==> src/rtl/core/utf8d_pkg.sv <==
// utf8d_pkg: shared constants and types of the utf-8 stream decoder
// used by utf8d_step, utf8d_out and utf8_stream_decoder_top
package utf8d_pkg;

	localparam int BYTE_W = 8;
	localparam int CP_W   = 21;
	localparam int PART_W = 15;

	localparam logic [CP_W-1:0] CP_REPLACEMENT = 21'h00FFFD;
	localparam logic [CP_W-1:0] CP_MIN_2       = 21'h000080;
	localparam logic [CP_W-1:0] CP_MIN_3       = 21'h000800;
	localparam logic [CP_W-1:0] CP_SURR_LO     = 21'h00D800;
	localparam logic [CP_W-1:0] CP_SURR_HI     = 21'h00E000;
	localparam logic [CP_W-1:0] CP_MIN_4       = 21'h010000;
	localparam logic [CP_W-1:0] CP_LIMIT       = 21'h110000;

	localparam logic [BYTE_W-1:0] MASK_LEAD2 = 8'hE0;
	localparam logic [BYTE_W-1:0] MASK_LEAD3 = 8'hF0;
	localparam logic [BYTE_W-1:0] MASK_LEAD4 = 8'hF8;
	localparam logic [BYTE_W-1:0] MASK_CONT  = 8'hC0;
	localparam logic [BYTE_W-1:0] CODE_LEAD2 = 8'hC0;
	localparam logic [BYTE_W-1:0] CODE_LEAD3 = 8'hE0;
	localparam logic [BYTE_W-1:0] CODE_LEAD4 = 8'hF0;
	localparam logic [BYTE_W-1:0] CODE_CONT  = 8'h80;

	localparam logic [1:0] LEN_IDLE = 2'd0;
	localparam logic [1:0] LEN_TWO  = 2'd1;
	localparam logic [1:0] LEN_THREE = 2'd2;
	localparam logic [1:0] LEN_FOUR = 2'd3;

	typedef struct packed {
		logic            valid;
		logic [CP_W-1:0] code_point;
		logic            is_error;
	} result_t;

endpackage

==> src/rtl/core/utf8d_step.sv <==
// utf8d_step: sequence state registers and the per-byte decode logic
// depends on utf8d_pkg
module utf8d_step (
	input  logic                         clk,
	input  logic                         arst_n,
	input  logic                         step_en,
	input  logic [utf8d_pkg::BYTE_W-1:0] byte_s1,
	output utf8d_pkg::result_t           res
);
	import utf8d_pkg::*;

	logic [1:0]        pending_q, pending_d;
	logic [1:0]        seq_len_q, seq_len_d;
	logic [PART_W-1:0] partial_q, partial_d;
	logic [CP_W-1:0]   value;
	logic              ok;

	assign value = {partial_q, byte_s1[5:0]};

	always_comb begin
		unique case (seq_len_q)
			LEN_TWO:   ok = value >= CP_MIN_2;
			LEN_THREE: ok = value >= CP_MIN_3 && (value < CP_SURR_LO || value >= CP_SURR_HI);
			LEN_FOUR:  ok = value >= CP_MIN_4 && value < CP_LIMIT;
			default:   ok = 1'b0;
		endcase
	end

	always_comb begin
		pending_d = pending_q;
		seq_len_d = seq_len_q;
		partial_d = partial_q;
		res       = '{valid: 1'b0, code_point: CP_REPLACEMENT, is_error: 1'b1};
		if (pending_q == 2'd0) begin
			if (!byte_s1[7]) begin
				res = '{valid: 1'b1, code_point: CP_W'(byte_s1), is_error: 1'b0};
			end else if ((byte_s1 & MASK_LEAD2) == CODE_LEAD2) begin
				pending_d = 2'd1;
				seq_len_d = LEN_TWO;
				partial_d = PART_W'(byte_s1[4:0]);
			end else if ((byte_s1 & MASK_LEAD3) == CODE_LEAD3) begin
				pending_d = 2'd2;
				seq_len_d = LEN_THREE;
				partial_d = PART_W'(byte_s1[3:0]);
			end else if ((byte_s1 & MASK_LEAD4) == CODE_LEAD4) begin
				pending_d = 2'd3;
				seq_len_d = LEN_FOUR;
				partial_d = PART_W'(byte_s1[2:0]);
			end else begin
				res.valid = 1'b1;
			end
		end else if ((byte_s1 & MASK_CONT) != CODE_CONT) begin
			pending_d = 2'd0;
			seq_len_d = LEN_IDLE;
			partial_d = '0;
			res.valid = 1'b1;
		end else if (pending_q != 2'd1) begin
			pending_d = pending_q - 2'd1;
			partial_d = value[PART_W-1:0];
		end else begin
			pending_d = 2'd0;
			seq_len_d = LEN_IDLE;
			partial_d = '0;
			res.valid = 1'b1;
			if (ok) begin
				res.code_point = value;
				res.is_error   = 1'b0;
			end
		end
	end

	always_ff @(posedge clk or negedge arst_n) begin
		if (!arst_n) begin
			pending_q <= 2'd0;
			seq_len_q <= LEN_IDLE;
			partial_q <= '0;
		end else if (step_en) begin
			pending_q <= pending_d;
			seq_len_q <= seq_len_d;
			partial_q <= partial_d;
		end
	end

endmodule

==> src/rtl/core/utf8d_out.sv <==
// utf8d_out: result register toward the output channel
// depends on utf8d_pkg
module utf8d_out (
	input  logic                       clk,
	input  logic                       arst_n,
	input  logic                       load,
	input  utf8d_pkg::result_t         res,
	output logic                       free,
	output logic                       out_valid,
	input  logic                       out_stall,
	output logic [utf8d_pkg::CP_W-1:0] code_point,
	output logic                       is_error
);
	import utf8d_pkg::*;

	logic            valid_q;
	logic [CP_W-1:0] cp_q;
	logic            err_q;

	// slot can take a new result when empty or being drained this cycle
	assign free = !valid_q || !out_stall;

	always_ff @(posedge clk or negedge arst_n) begin
		if (!arst_n) begin
			valid_q <= 1'b0;
		end else if (load) begin
			valid_q <= 1'b1;
		end else if (!out_stall) begin
			valid_q <= 1'b0;
		end
	end

	always_ff @(posedge clk) begin
		if (load) begin
			cp_q  <= res.code_point;
			err_q <= res.is_error;
		end
	end

	assign out_valid  = valid_q;
	assign code_point = cp_q;
	assign is_error   = err_q;

endmodule

==> src/rtl/core/utf8_stream_decoder_top.sv <==
// utf8_stream_decoder_top: byte-stream utf-8 decoder, input register, step logic, result register
// depends on utf8d_pkg, utf8d_step, utf8d_out
//
// Takes one byte per transfer on the input channel and gives one code point per completed
// sequence (or malformed byte) on the output channel, with is_error set for each 0xFFFD
// replacement. Throughput is one byte per clock while the input is not stalled; a byte's
// result passes through the input register and then the result register. Lead bytes and
// middle continuation bytes give no result. A stall on the output holds the pending result
// and back-pressures the input once the input register holds a byte that gives a result.
module utf8_stream_decoder_top (
	input  logic                         clk,
	input  logic                         arst_n,
	input  logic                         in_valid,
	output logic                         in_stall,
	input  logic [utf8d_pkg::BYTE_W-1:0] byte_in,
	output logic                         out_valid,
	input  logic                         out_stall,
	output logic [utf8d_pkg::CP_W-1:0]   code_point,
	output logic                         is_error
);
	import utf8d_pkg::*;

	logic              valid_s1;
	logic [BYTE_W-1:0] byte_s1;
	logic              go;
	logic              free;
	result_t           res;

	assign go       = valid_s1 && (!res.valid || free);
	assign in_stall = valid_s1 && !go;

	always_ff @(posedge clk or negedge arst_n) begin
		if (!arst_n) begin
			valid_s1 <= 1'b0;
		end else if (in_valid && !in_stall) begin
			valid_s1 <= 1'b1;
		end else if (go) begin
			valid_s1 <= 1'b0;
		end
	end

	always_ff @(posedge clk) begin
		if (in_valid && !in_stall) begin
			byte_s1 <= byte_in;
		end
	end

	utf8d_step u_step (
		.clk     (clk),
		.arst_n  (arst_n),
		.step_en (go),
		.byte_s1 (byte_s1),
		.res     (res)
	);

	utf8d_out u_out (
		.clk        (clk),
		.arst_n     (arst_n),
		.load       (go && res.valid),
		.res        (res),
		.free       (free),
		.out_valid  (out_valid),
		.out_stall  (out_stall),
		.code_point (code_point),
		.is_error   (is_error)
	);

endmodule

==> config.mk <==
export PLATFORM = sky130hd
export DESIGN_NAME = utf8_stream_decoder_top
export DESIGN_NICKNAME = d
export VERILOG_FILES = /design/src/rtl/core/utf8d_pkg.sv /design/src/rtl/core/utf8d_step.sv /design/src/rtl/core/utf8d_out.sv /design/src/rtl/core/utf8_stream_decoder_top.sv
export SDC_FILE = /design/constraint.sdc
export NUM_CORES = 1
export LEC_CHECK = 0
export ABC_CLOCK_PERIOD_IN_PS = 3230
export BUFFER_PORTS_ARGS = -buffer_cell sky130_fd_sc_hd__buf_2
export CAP_MARGIN = 20
export CORE_UTILIZATION = 55
export CTS_CLUSTER_SIZE = 16
export DETAILED_ROUTE_END_ITERATION = 8
export MAX_ROUTING_LAYER = met4
export PLACE_DENSITY_LB_ADDON = 0.12
export RECOVER_POWER = 25
export SLEW_MARGIN = 0
export SYNTH_ARGS = -nofsm -noshare
export SYNTH_HDL_FRONTEND = slang
export SYNTH_SLANG_ARGS = --single-unit
export TNS_END_PERCENT = 100
==> constraint.sdc <==
create_clock -name clk -period 3.23 [get_ports clk]
set_input_delay 0.323 -clock clk [delete_from_list [all_inputs] [get_ports clk]]
set_output_delay 0.323 -clock clk [all_outputs]
set_load 0.005 [all_outputs]
==> impl_metrics.yaml <==
clocking:
  clk_transition_reported_paths_ns: 0.09
  clock_insertion_delay_worst_skew_ns: 0.30
  post_cts_resize_count: 0
  cts_tree: "built"
  cts_root_buffer: "clkbuf_8"
  clock_sinks: 51
  cts-buffers-inserted: 5
  h-tree-depth: 2
  deepest_clock_path_buffer_count: 2
  post-cts-setup-buffer-count: 0
pwr:
  irDropWorstVdd_mv: 0.584
  p_leak_uw: 0.000957
  powerDensity_mw_per_mm2: 879
  clockPowerShare: 0.230
  internal_power_uw: 1480
  power_frac_comb: 0.328
  sequential_group_share_of_total_power: 0.443
  power.net_switching_uw: 773
  sw_frac_of_total: 0.344
critical_path:
  timing.critical_path.to_type: "flip-flop"
  worst_r2r_src: "u_step.partial_q[11]"
  worstSetupStartpoint: "u_step.partial_q[11]"
  ff2ff_setup_slack_ns: 0.86
  crit_path_start_kind: "flip-flop"
  critPathRequiredTime_ns: 3.28
  worst-endpoint-arrival_ns: 2.43
  worst-path-max-fanout: 22
  worst-setup-path-type: "flip-flop to flip-flop"
routing:
  dr.pass1.iters: 4
  vias: 1550
  drc: 0
  via_per_inst: 5.92
  drt_iter0_drcs: 183
  total_length_of_routed_wires_um: 4180
  wl_per_cell_um: 16.0
  antenna_violating_nets_post_route: 0
synth:
  synth_enable_flop_cells: 30
  async_reset_ff_frac: 0.412
  synth_cells: 177
  synth.net_count: 191
  netlist_top_cells_count: "edfxtp_1, dfrtp_1, o21ai_0"
  synth.yosys.warnings: 0
  post-synth-top-count-cell: "edfxtp_1"
  sequential_to_total_area_share_from_yosys_stat: 0.647
  post_synth_num_cell_types: 44
  netlist_top_cells_area: "edfxtp_1, dfrtp_1, o31a_1, o21ai_0, o21ai_1"
  synth_ff_type: "edfxtp_1"
  synthDominantAreaCellType: "edfxtp_1"
  synth-seq-cells: 51
  netlist_area_mm2: 0.00220
  synth.top_cell.area_share: 0.409
  synth_area_per_cell_um2: 12.5
run:
  cap_viol_max_count: 0
min_path:
  hold_start: "byte_in[7]"
  min-delay-path-class: "input pin to flip-flop"
die:
  fp.dieArea_mm2: 0.00427
  start_util: 0.589
  num_io_pins: 36
  floorplan_core_area_mm2: 0.00374
  dieWidth_um: 65.3
  std_cell_rows: 22
  die_h_um: 65.3
layout:
  final_area_mm2: 0.00256
  final_core_utilization: 0.683
  design.final.nets: 227
  area_growth_pct: 16.0
  filler_cell_count: 272
  antenna-diode-count: 0
  final_layout_size_suffix_gt1_frac: 0.224
placement:
  pre_cts_ws_ns: 0.892
  place_congestion: 0.884
  portBuffers: 35
  detailed_place.area_mm2: 0.00242
  hpwl_um: 2840
sta:
  rsz_0062_raised_after_global_routing: "no"
  slew_at_the_pin_with_the_worst_max_slew_slack_ns: 1.13
  fin_skew_ns: 0.00538
  finalCritPeriodShare: 0.734
  finalSetupViolCount: 0
  final.setup.worst_slack_ns: 0.858
  finalCriticalPeriod_ns: 2.37
  final.setup.tns_ns: 0
  hold_viol_final: 0
  drv_slew: 0
  clock.fmax_mhz: 422
  slew_headroom: 0.245
  final.hold.worst_slack_ns: 0.188
grt:
  pin_count_of_the_biggest_net_entering_global_routing: 23
  groute.usage.overall: 0.233
  gr_ovfl_total: 0
  first_global_vias: 1502
  global_route_wire_length_before_repair_um: 7050
  grt_antenna_before_repair: 0
run_status:
  run_status: "finished clean"
cells by family after synthesis:
family / count (synthesis) / share of synthesized area
AOI/OAI and AO/OA: 62 / 0.195
xor gates and xnor gates: 1 / 0.00397
adders and majority gates: 2 / 0.0113
buffers and inverters: 22 / 0.0426
DFF: 51 / 0.647
muxes: 2 / 0.00965
and+or+nand+nor: 37 / 0.0902
layout by cell type, fill, tap and decap left out, types with 2 or more instances in the layout:
cell type  count
bufinv_16      2
inv_1         12
a21oi_1        2
clkbuf_1       3
nand2b_1       2
nor2b_1        2
a22o_1         4
a221o_1        5
edfxtp_1      30
buf_2         33
ha_1           2
dfrtp_1       21
o31a_1         9
nor2_1        10
clkbuf_8       5
o21ai_1       11
nand2_1       13
buf_4          3
o21ai_0       15
o22ai_1        3
registers in the layout, indices dropped and copies added, names as in the netlist:
| name | cells |
|---|---|
| byte_s1 | 8 |
| u_out.code_point | 21 |
| u_out.is_error | 1 |
| u_out.out_valid | 1 |
| u_step.partial_q | 15 |
| u_step.pending_q | 2 |
| u_step.seq_len_q | 2 |
| valid_s1 | 1 |
repair_timing:
action / CTS / global route
hold buffers: 1 / 0
hold endpoints to repair: 21 / 0
endpoints found under the setup margin: 0 / 0
through the flow:
stage | total power (uW) | cells
3_5_place_dp | 1740 | 253
5_1_grt | 2390 | 262
3_3_place_gp | 1710 | 253
6_report | 2250 | 262
4_1_cts | 2250 | 262
2_1_floorplan | 1500 | 177
area by class of cell:
type / instances / area (um^2) / share of cell area
timing repair buffer: 39 / 205 / 0.0802
clock inverter: 2 / 60.1 / 0.0235
sequential: 51 / 1430 / 0.558
multi-input combinational: 104 / 688 / 0.269
clock buffer: 6 / 72.6 / 0.0284
inverter: 12 / 45.0 / 0.0176
tap: 48 / 60.1 / 0.0235
power groups by stage:
stage / combinational [uW] / clock, uW / sequential, uW
floorplan: 514 / 0 / 990
global placement: 706 / 0 / 1000
detailed placement: 730 / 0 / 1010
CTS: 735 / 522 / 996
global route: 830 / 546 / 1010
finish: 737 / 516 / 995
path summary, 6_finish.rpt:
| check | cells after the start | to |
|---|---|---|
| worst max-delay path | 4 | u_out.code_point[0] |
| worst min-delay path | 1 | byte_s1[7] |
| worst max register to register | 4 | u_out.code_point[0] |
| worst min register to register | 1 | u_step.pending_q[1] |
| max in group asynchronous | 2 | u_step.partial_q[2] |
| min in group asynchronous | 2 | u_out.out_valid |
critical path, cell delays in order, from the launching register on:
cell	delay, ns
dfrtp_1	0.40
or4_4	0.58
xnor2_1	0.15
a311o_2	0.57
a221o_1	0.41
per-layer routing:
layer | vias to the layer above | track usage | wire (um)
li1 | 732 | - | -
met1 | 750 | 0.275 | 1750
met2 | 66 | 0.388 | 2200
met3 | 2 | 0.0469 | 218
met4 | 0 | 0.0978 | 8
met5 | - | - | 0
Power figures use the tool's default switching activity.
